### src/rrts_pkg.sv
package rrts_pkg;

  localparam int JOIN_W = 4;

  typedef enum logic [1:0] {
    CMD_CREATE = 2'd0,
    CMD_EXIT   = 2'd1,
    CMD_JOIN   = 2'd2,
    CMD_YIELD  = 2'd3
  } cmd_t;

  typedef enum logic [1:0] {
    ST_DEAD     = 2'd0,
    ST_RUNNABLE = 2'd1,
    ST_RUNNING  = 2'd2,
    ST_BLOCKED  = 2'd3
  } slot_state_t;

  typedef enum logic [1:0] {
    SCAN_CREATE,
    SCAN_PICK,
    SCAN_WAKE
  } scan_mode_t;

  typedef enum logic [2:0] {
    S_IDLE,
    S_JOIN_RD,
    S_JOIN_CHK,
    S_SCAN,
    S_FINISH
  } state_t;

  typedef struct packed {
    logic [JOIN_W-1:0] join_slot;
    slot_state_t       st;
  } slot_entry_t;

  typedef struct packed {
    logic        we;
    logic        hit;
    slot_entry_t wentry;
  } eval_result_t;

endpackage

### src/rrts_slot_mem.sv
module rrts_slot_mem #(
  parameter int SLOTS = 16
) (
  input  logic                       clk,
  input  logic                       rst,
  input  logic                       we,
  input  logic [$clog2(SLOTS)-1:0]   waddr,
  input  rrts_pkg::slot_entry_t      wdata,
  input  logic [$clog2(SLOTS)-1:0]   raddr,
  output rrts_pkg::slot_entry_t      rdata
);
  import rrts_pkg::*;

  localparam int IW = $clog2(SLOTS);

  slot_entry_t          mem [SLOTS];
  logic [SLOTS-1:0]     vld;
  slot_entry_t          rd_q;
  logic                 rd_vld;
  logic [IW-1:0]        rd_addr;

  always_ff @(posedge clk) begin
    if (we) begin
      mem[waddr] <= wdata;
    end
  end

  always_ff @(posedge clk) begin
    if (rst) begin
      vld <= '0;
    end else if (we) begin
      vld[waddr] <= 1'b1;
    end
  end

  always_ff @(posedge clk) begin
    rd_addr <= raddr;
    if (we && (waddr == raddr)) begin
      rd_q <= wdata;
    end else begin
      rd_q <= mem[raddr];
    end
  end

  always_ff @(posedge clk) begin
    if (rst) begin
      rd_vld <= 1'b0;
    end else begin
      rd_vld <= vld[raddr] || (we && (waddr == raddr));
    end
  end

  // Slots never written read as their reset value: slot 0 running, the rest dead.
  always_comb begin
    if (rd_vld) begin
      rdata = rd_q;
    end else begin
      rdata.join_slot = '0;
      rdata.st        = (rd_addr == '0) ? ST_RUNNING : ST_DEAD;
    end
  end

endmodule

### src/rrts_slot_eval.sv
module rrts_slot_eval #(
  parameter int IDX_W = 4
) (
  input  logic                   valid,
  input  rrts_pkg::scan_mode_t   mode,
  input  rrts_pkg::slot_entry_t  entry,
  input  logic [IDX_W-1:0]       cur,
  input  logic                   found,
  output rrts_pkg::eval_result_t res
);
  import rrts_pkg::*;

  localparam int CW = (IDX_W > JOIN_W) ? IDX_W : JOIN_W;

  logic wake;

  assign wake = (entry.st == ST_BLOCKED) && (CW'(entry.join_slot) == CW'(cur));

  always_comb begin
    res.we               = 1'b0;
    res.hit              = 1'b0;
    res.wentry.join_slot = entry.join_slot;
    res.wentry.st        = ST_RUNNABLE;
    unique case (mode)
      SCAN_CREATE: begin
        res.hit = valid && !found && (entry.st == ST_DEAD);
        res.we  = res.hit;
      end
      SCAN_PICK: begin
        res.hit = valid && !found && (entry.st == ST_RUNNABLE);
      end
      SCAN_WAKE: begin
        res.we  = valid && wake;
        res.hit = valid && !found && (wake || (entry.st == ST_RUNNABLE));
      end
      default: begin
        res.we  = 1'b0;
        res.hit = 1'b0;
      end
    endcase
  end

endmodule

### src/round_robin_thread_scheduler_unit.sv
// Round-robin thread scheduler over a table of THREAD_SLOTS slots, one command per
// transfer. The slot table sits in a single-port-read, single-port-write memory, and
// one compare unit looks at one slot per cycle: create scans from slot 0 for the
// lowest dead slot, while exit, yield and a blocking join scan the other slots in
// round-robin order after the running one, waking slots blocked on an exiting thread
// in the same pass. A create, yield or join scan stops on its first hit, while an exit
// scans every other slot to wake the blocked ones; a join first reads its target, and
// a join on a dead or missing slot finishes without a scan. The block takes no new
// command until the result of the current one has been loaded into the output
// register.
module round_robin_thread_scheduler_unit #(
  parameter int THREAD_SLOTS = 16
) (
  input  logic               clk,
  input  logic               rst,
  input  logic               in_valid,
  output logic               in_stall,
  input  rrts_pkg::cmd_t     command,
  input  logic [3:0]         target_thread,
  output logic               out_valid,
  input  logic               out_stall,
  output logic               status,
  output logic [3:0]         new_thread,
  output logic [3:0]         running_thread
);
  import rrts_pkg::*;

  localparam int IW = $clog2(THREAD_SLOTS);
  localparam int RW = $clog2(THREAD_SLOTS + 1);

  state_t         state;
  state_t         state_next;
  cmd_t           cmd_q;
  logic [3:0]     target_q;
  logic [IW-1:0]  cur;
  logic [IW-1:0]  idx;
  logic [RW-1:0]  remaining;
  logic           inflight;
  logic [IW-1:0]  inflight_idx;
  logic           found;
  logic [IW-1:0]  chosen;
  logic           pick;
  scan_mode_t     mode;

  logic           accept;
  logic           issue;
  logic           target_live;
  logic           finish_load;
  logic [IW-1:0]  final_slot;

  logic           mem_we;
  logic [IW-1:0]  mem_waddr;
  slot_entry_t    mem_wdata;
  logic [IW-1:0]  mem_raddr;
  slot_entry_t    mem_rdata;
  eval_result_t   ev;

  function automatic logic [IW-1:0] wrap_inc(input logic [IW-1:0] v);
    return (v == IW'(THREAD_SLOTS - 1)) ? '0 : v + 1'b1;
  endfunction

  rrts_slot_mem #(
    .SLOTS(THREAD_SLOTS)
  ) u_mem (
    .clk  (clk),
    .rst  (rst),
    .we   (mem_we),
    .waddr(mem_waddr),
    .wdata(mem_wdata),
    .raddr(mem_raddr),
    .rdata(mem_rdata)
  );

  rrts_slot_eval #(
    .IDX_W(IW)
  ) u_eval (
    .valid(inflight && (state == S_SCAN)),
    .mode (mode),
    .entry(mem_rdata),
    .cur  (cur),
    .found(found),
    .res  (ev)
  );

  assign in_stall    = (state != S_IDLE);
  assign accept      = in_valid && !in_stall;
  assign target_live = (32'(target_q) < THREAD_SLOTS) && (mem_rdata.st != ST_DEAD);
  assign finish_load = (state == S_FINISH) && (!out_valid || !out_stall);
  assign final_slot  = (pick && found) ? chosen : cur;
  assign issue       = (remaining != '0) &&
                       !((mode != SCAN_WAKE) && (found || ev.hit));

  always_comb begin
    state_next = state;
    unique case (state)
      S_IDLE: begin
        if (in_valid) begin
          state_next = (command == CMD_JOIN) ? S_JOIN_RD : S_SCAN;
        end
      end
      S_JOIN_RD: begin
        state_next = S_JOIN_CHK;
      end
      S_JOIN_CHK: begin
        state_next = target_live ? S_SCAN : S_FINISH;
      end
      S_SCAN: begin
        if (!issue) begin
          state_next = S_FINISH;
        end
      end
      S_FINISH: begin
        if (!out_valid || !out_stall) begin
          state_next = S_IDLE;
        end
      end
      default: begin
        state_next = S_IDLE;
      end
    endcase
  end

  always_comb begin
    mem_we              = 1'b0;
    mem_waddr           = cur;
    mem_wdata.join_slot = '0;
    mem_wdata.st        = ST_RUNNING;
    mem_raddr           = idx;
    unique case (state)
      S_IDLE: begin
        if (accept && (command == CMD_EXIT)) begin
          mem_we       = 1'b1;
          mem_wdata.st = ST_DEAD;
        end else if (accept && (command == CMD_YIELD)) begin
          mem_we       = 1'b1;
          mem_wdata.st = ST_RUNNABLE;
        end
      end
      S_JOIN_RD: begin
        mem_raddr = IW'(target_q);
      end
      S_JOIN_CHK: begin
        if (target_live) begin
          mem_we              = 1'b1;
          mem_wdata.join_slot = target_q;
          mem_wdata.st        = ST_BLOCKED;
        end
      end
      S_SCAN: begin
        mem_we    = ev.we;
        mem_waddr = inflight_idx;
        mem_wdata = ev.wentry;
      end
      S_FINISH: begin
        mem_we    = finish_load && pick;
        mem_waddr = final_slot;
      end
      default: begin
        mem_we = 1'b0;
      end
    endcase
  end

  always_ff @(posedge clk) begin
    if (rst) begin
      state     <= S_IDLE;
      cur       <= '0;
      inflight  <= 1'b0;
      found     <= 1'b0;
      remaining <= '0;
      out_valid <= 1'b0;
    end else begin
      state <= state_next;
      if (accept) begin
        cmd_q    <= command;
        target_q <= target_thread;
        found    <= 1'b0;
        inflight <= 1'b0;
        pick     <= (command != CMD_CREATE);
        if (command == CMD_CREATE) begin
          idx       <= '0;
          remaining <= RW'(THREAD_SLOTS);
          mode      <= SCAN_CREATE;
        end else begin
          idx       <= wrap_inc(cur);
          remaining <= RW'(THREAD_SLOTS - 1);
          mode      <= (command == CMD_EXIT) ? SCAN_WAKE : SCAN_PICK;
        end
      end
      if ((state == S_JOIN_CHK) && !target_live) begin
        pick <= 1'b0;
      end
      if (state == S_SCAN) begin
        if (ev.hit) begin
          found  <= 1'b1;
          chosen <= inflight_idx;
        end
        inflight <= issue;
        if (issue) begin
          inflight_idx <= idx;
          idx          <= wrap_inc(idx);
          remaining    <= remaining - 1'b1;
        end
      end
      if (finish_load) begin
        out_valid      <= 1'b1;
        status         <= (cmd_q == CMD_CREATE) && !found;
        new_thread     <= ((cmd_q == CMD_CREATE) && found) ? 4'(chosen) : 4'd0;
        running_thread <= 4'(final_slot);
        cur            <= final_slot;
      end else if (out_valid && !out_stall) begin
        out_valid <= 1'b0;
      end
    end
  end

endmodule
### config.mk
export PLATFORM = sky130hd
export DESIGN_NAME = round_robin_thread_scheduler_unit
export DESIGN_NICKNAME = d
export VERILOG_FILES = /design/src/rrts_pkg.sv /design/src/rrts_slot_mem.sv /design/src/rrts_slot_eval.sv /design/src/round_robin_thread_scheduler_unit.sv
export SDC_FILE = /design/constraint.sdc
export NUM_CORES = 1
export LEC_CHECK = 0
export BUFFER_PORTS_ARGS = -buffer_cell sky130_fd_sc_hd__buf_2
export CELL_PAD_IN_SITES_DETAIL_PLACEMENT = 1
export CELL_PAD_IN_SITES_GLOBAL_PLACEMENT = 2
export CORE_MARGIN = 5
export CORE_UTILIZATION = 40
export DETAILED_ROUTE_END_ITERATION = 16
export GPL_ROUTABILITY_DRIVEN = 0
export GPL_TIMING_DRIVEN = 0
export PLACE_DENSITY = 0.74
export SLEW_MARGIN = 20
export SYNTH_ARGS = -nofsm -noshare
export SYNTH_HDL_FRONTEND = slang
export SYNTH_SLANG_ARGS = --single-unit
export TNS_END_PERCENT = 50
### constraint.sdc
create_clock -name clk -period 3.3 [get_ports clk]
set_clock_uncertainty 0.2 [all_clocks]
set_input_delay 0.66 -clock clk [delete_from_list [all_inputs] [get_ports clk]]
set_output_delay 0.66 -clock clk [all_outputs]
set_load 0.005 [all_outputs]
==> impl_metrics.ini <==
[sta]
maxSlewViolCount = 0
slew_headroom_pct = 44.3
fmax_mhz = 309
finalHoldViolations = 0
grt_setup_unrepaired = true
period_needed_ns = 3.23
worst-slew-pin-transition_ns = 0.832
setup_viol = 0
holdWs_ns = 0.199
fin_crit_sh_pct = 98.0

[layout]
area_growth_pct = 18.8
drive_gt1_share_pct = 24.2
fin_area_um2 = 8570
top_register = u_mem.mem
layout.nets = 610
ff_latch_area_um2 = 4510
multi_input_area_um2 = 2730
largest_reg_flops = 96
biggestRegsByFlops = u_mem.mem x96, u_mem.vld x16, remaining x5
final_util_pct = 48.1
diodes = 0
fill_cells = 1791
final_common_cell = edfxtp_1
layoutNonFillerInstCount = 836
most-common-layout-cells = edfxtp_1 (126), mux2i_1 (46), dfxtp_1 (34)

[clocking]
postCtsHoldBufs = 0
cts_max_path_buffers = 2
clock_sinks = 162
numCtsBuffers = 17
clk_latency_ns = 0.43
cts_max_level = 4
cts_tree = built
clkTransAtPathRegs_ns = 0.07
cts_root_buffer = clkbuf_16

[synthesis]
synth_top_family_by_area = compound AO/OA/AOI/OAI gates
synthMuxAreaShare_pct = 10.4
synth-simple-area-share_pct = 10.3
ys_ff_latch = 162
synthXorXnorAreaFrac_pct = 1.09
yosysUniqueCellTypes = 60
synth.yosys.warnings = 0
synth_area_um2 = 7220
synth_edf_count = 126
synthFlopType = edfxtp_1
avgSynthCellArea_um2 = 13.3
synthAdderAreaFrac_pct = 1.04
synth_fp_nets = 557
synth_cells = 541
synth_seq_area_share_pct = 62.4
synth_compound_area_share_pct = 12.2
async_reset_ff_share_pct = 0

[global_route]
antenna_found_initial = 0
grt_usage_pct = 19.5
grt_pass1_vias = 5089
grt_pass1_wl_um = 30200
grt_max_degree = 19
grt_overflow = 0

[setup_path]
cp-end-kind = register
crit_type = register to register
startpoint_type = register
critical_path_arrival_ns = 3.22
ff2ff_setup_slack_ns = 0.07
crit_required_ns = 3.29
crit_fanout = 8

[drt]
drt-initial-drc-count = 324
num_vias = 4711
totalWireLength_um = 19100
drc_errors = 0
post_drt_wl_per_cell_um = 22.8
ant_nets = 0
first_pass_iters = 5
vias_per_cell = 5.64

[die]
initial_core_util_pct = 40.4
rows = 49
num_io_pins = 21
die_x_um = 144
fp.dieH_um = 144
core_area_um2 = 17800
design.die.area_um2 = 20800

[placement]
place_area_um2 = 7600
dp_hpwl_um = 13300
placedCellCount = 790
port_buffers = 20

[job]
cap_viol_max_count = 0

[power]
ir_drop_uv = 419
power_density_nw_per_um2 = 832
total_leakage_power_nw = 3.13
p_total_w = 0.00713

[status]
outcome = finished clean

[min_path]
hp-class = primary input to register
==> routing by layer <==
metal  vias to the layer above  track usage (%)  part of all wire, %
met5                         -                0                    0
met1                      2414             26.9                   45
li1                       2189                -                    -
met2                        97             32.0                   49
met4                         0             4.42                 0.68
met3                        11             4.03                  4.3
==> worst max-delay path, cell delays in order (launching register included) <==
cell      delay, ns
dfxtp_4        0.37
buf_8          0.14
mux4_2         0.50
mux2_4         0.31
a22o_4         0.26
o21ba_4        0.25
a311oi_4       0.33
inv_2          0.09
a32o_2         0.32
and2_4         0.23
==> power breakdown <==
part | switching [W] | leakage, nW | total [W] | internal [W]
Sequential | 0.000155 | 1.47 | 0.00268 | 0.00252
Clock | 0.000924 | 0.281 | 0.00194 | 0.00101
Combinational | 0.00151 | 1.38 | 0.00252 | 0.00101
Total | 0.00259 | 3.13 | 0.00713 | 0.00454
==> final timing paths <==
| check | startpoint | cells after the start | endpoint |
|---|---|---|---|
| hold / removal | target_thread[1] | 1 | target_q[1] |
| setup reg to reg | u_mem.rd_addr[1] | 9 | u_mem.mem[7][3] |
| hold reg to reg | u_mem.vld[9] | 1 | u_mem.vld[9] |
| setup / recovery | u_mem.rd_addr[1] | 9 | u_mem.mem[7][3] |
==> metrics by stage <==
stage | setup WS (ns) | setup TNS [ns]
after floorplan | 0.173 | 0
after global placement | -0.897 | -60.33
after detailed placement | -0.994 | -72.84
after CTS | -0.00234 | -0.00234
after global routing | -0.0354 | -0.159
final | 0.0669 | 0
==> what timing repair did <==
item	CTS	global route
resized for setup	50	32
endpoints found under the setup margin	114	121
gates cloned	0	0
buffers inserted	11	5
pin swaps	6	6
==> kinds of logic after synthesis <==
logic type               Yosys count
flip-flops                       162
XOR/XNOR                           9
AND/OR/NAND/NOR                  143
AO/OA/AOI/OAI                    114
buffers and inverters             44
adder cells (fa/ha/maj)            6
multiplexers                      63
==> cell type report <==
type	count	area share, %
clock inverter	15	1.85
tap	229	3.34
multi-input combinational	335	31.9
buffer	27	2.03
sequential	162	52.6
clock buffer	17	4.96
timing repair buffer	36	2.66
inverter	15	0.657
==> cell usage after synthesis, types with 4 or more instances <==
cell	instances	area share (%)
a21oi_1	16	1.1
nor2_1	28	1.5
nor2b_1	21	1.8
xnor2_1	6	0.73
a22oi_1	19	2.0
inv_1	13	0.68
a211oi_1	9	0.94
mux2_2	4	0.62
mux2i_1	50	6.9
nand2_1	30	1.6
and3_1	5	0.43
o21ai_1	5	0.35
edfxtp_1	126	52
ha_1	6	1.0
nor3_1	10	0.69
clkbuf_1	20	1.0
o21ai_0	8	0.55
a221oi_1	5	0.61
a22o_1	25	3.0
nand3_1	11	0.76
and2_1	21	1.8
dfxtp_1	36	10
mux4_2	9	2.8
(Power assumes the default switching activity.)
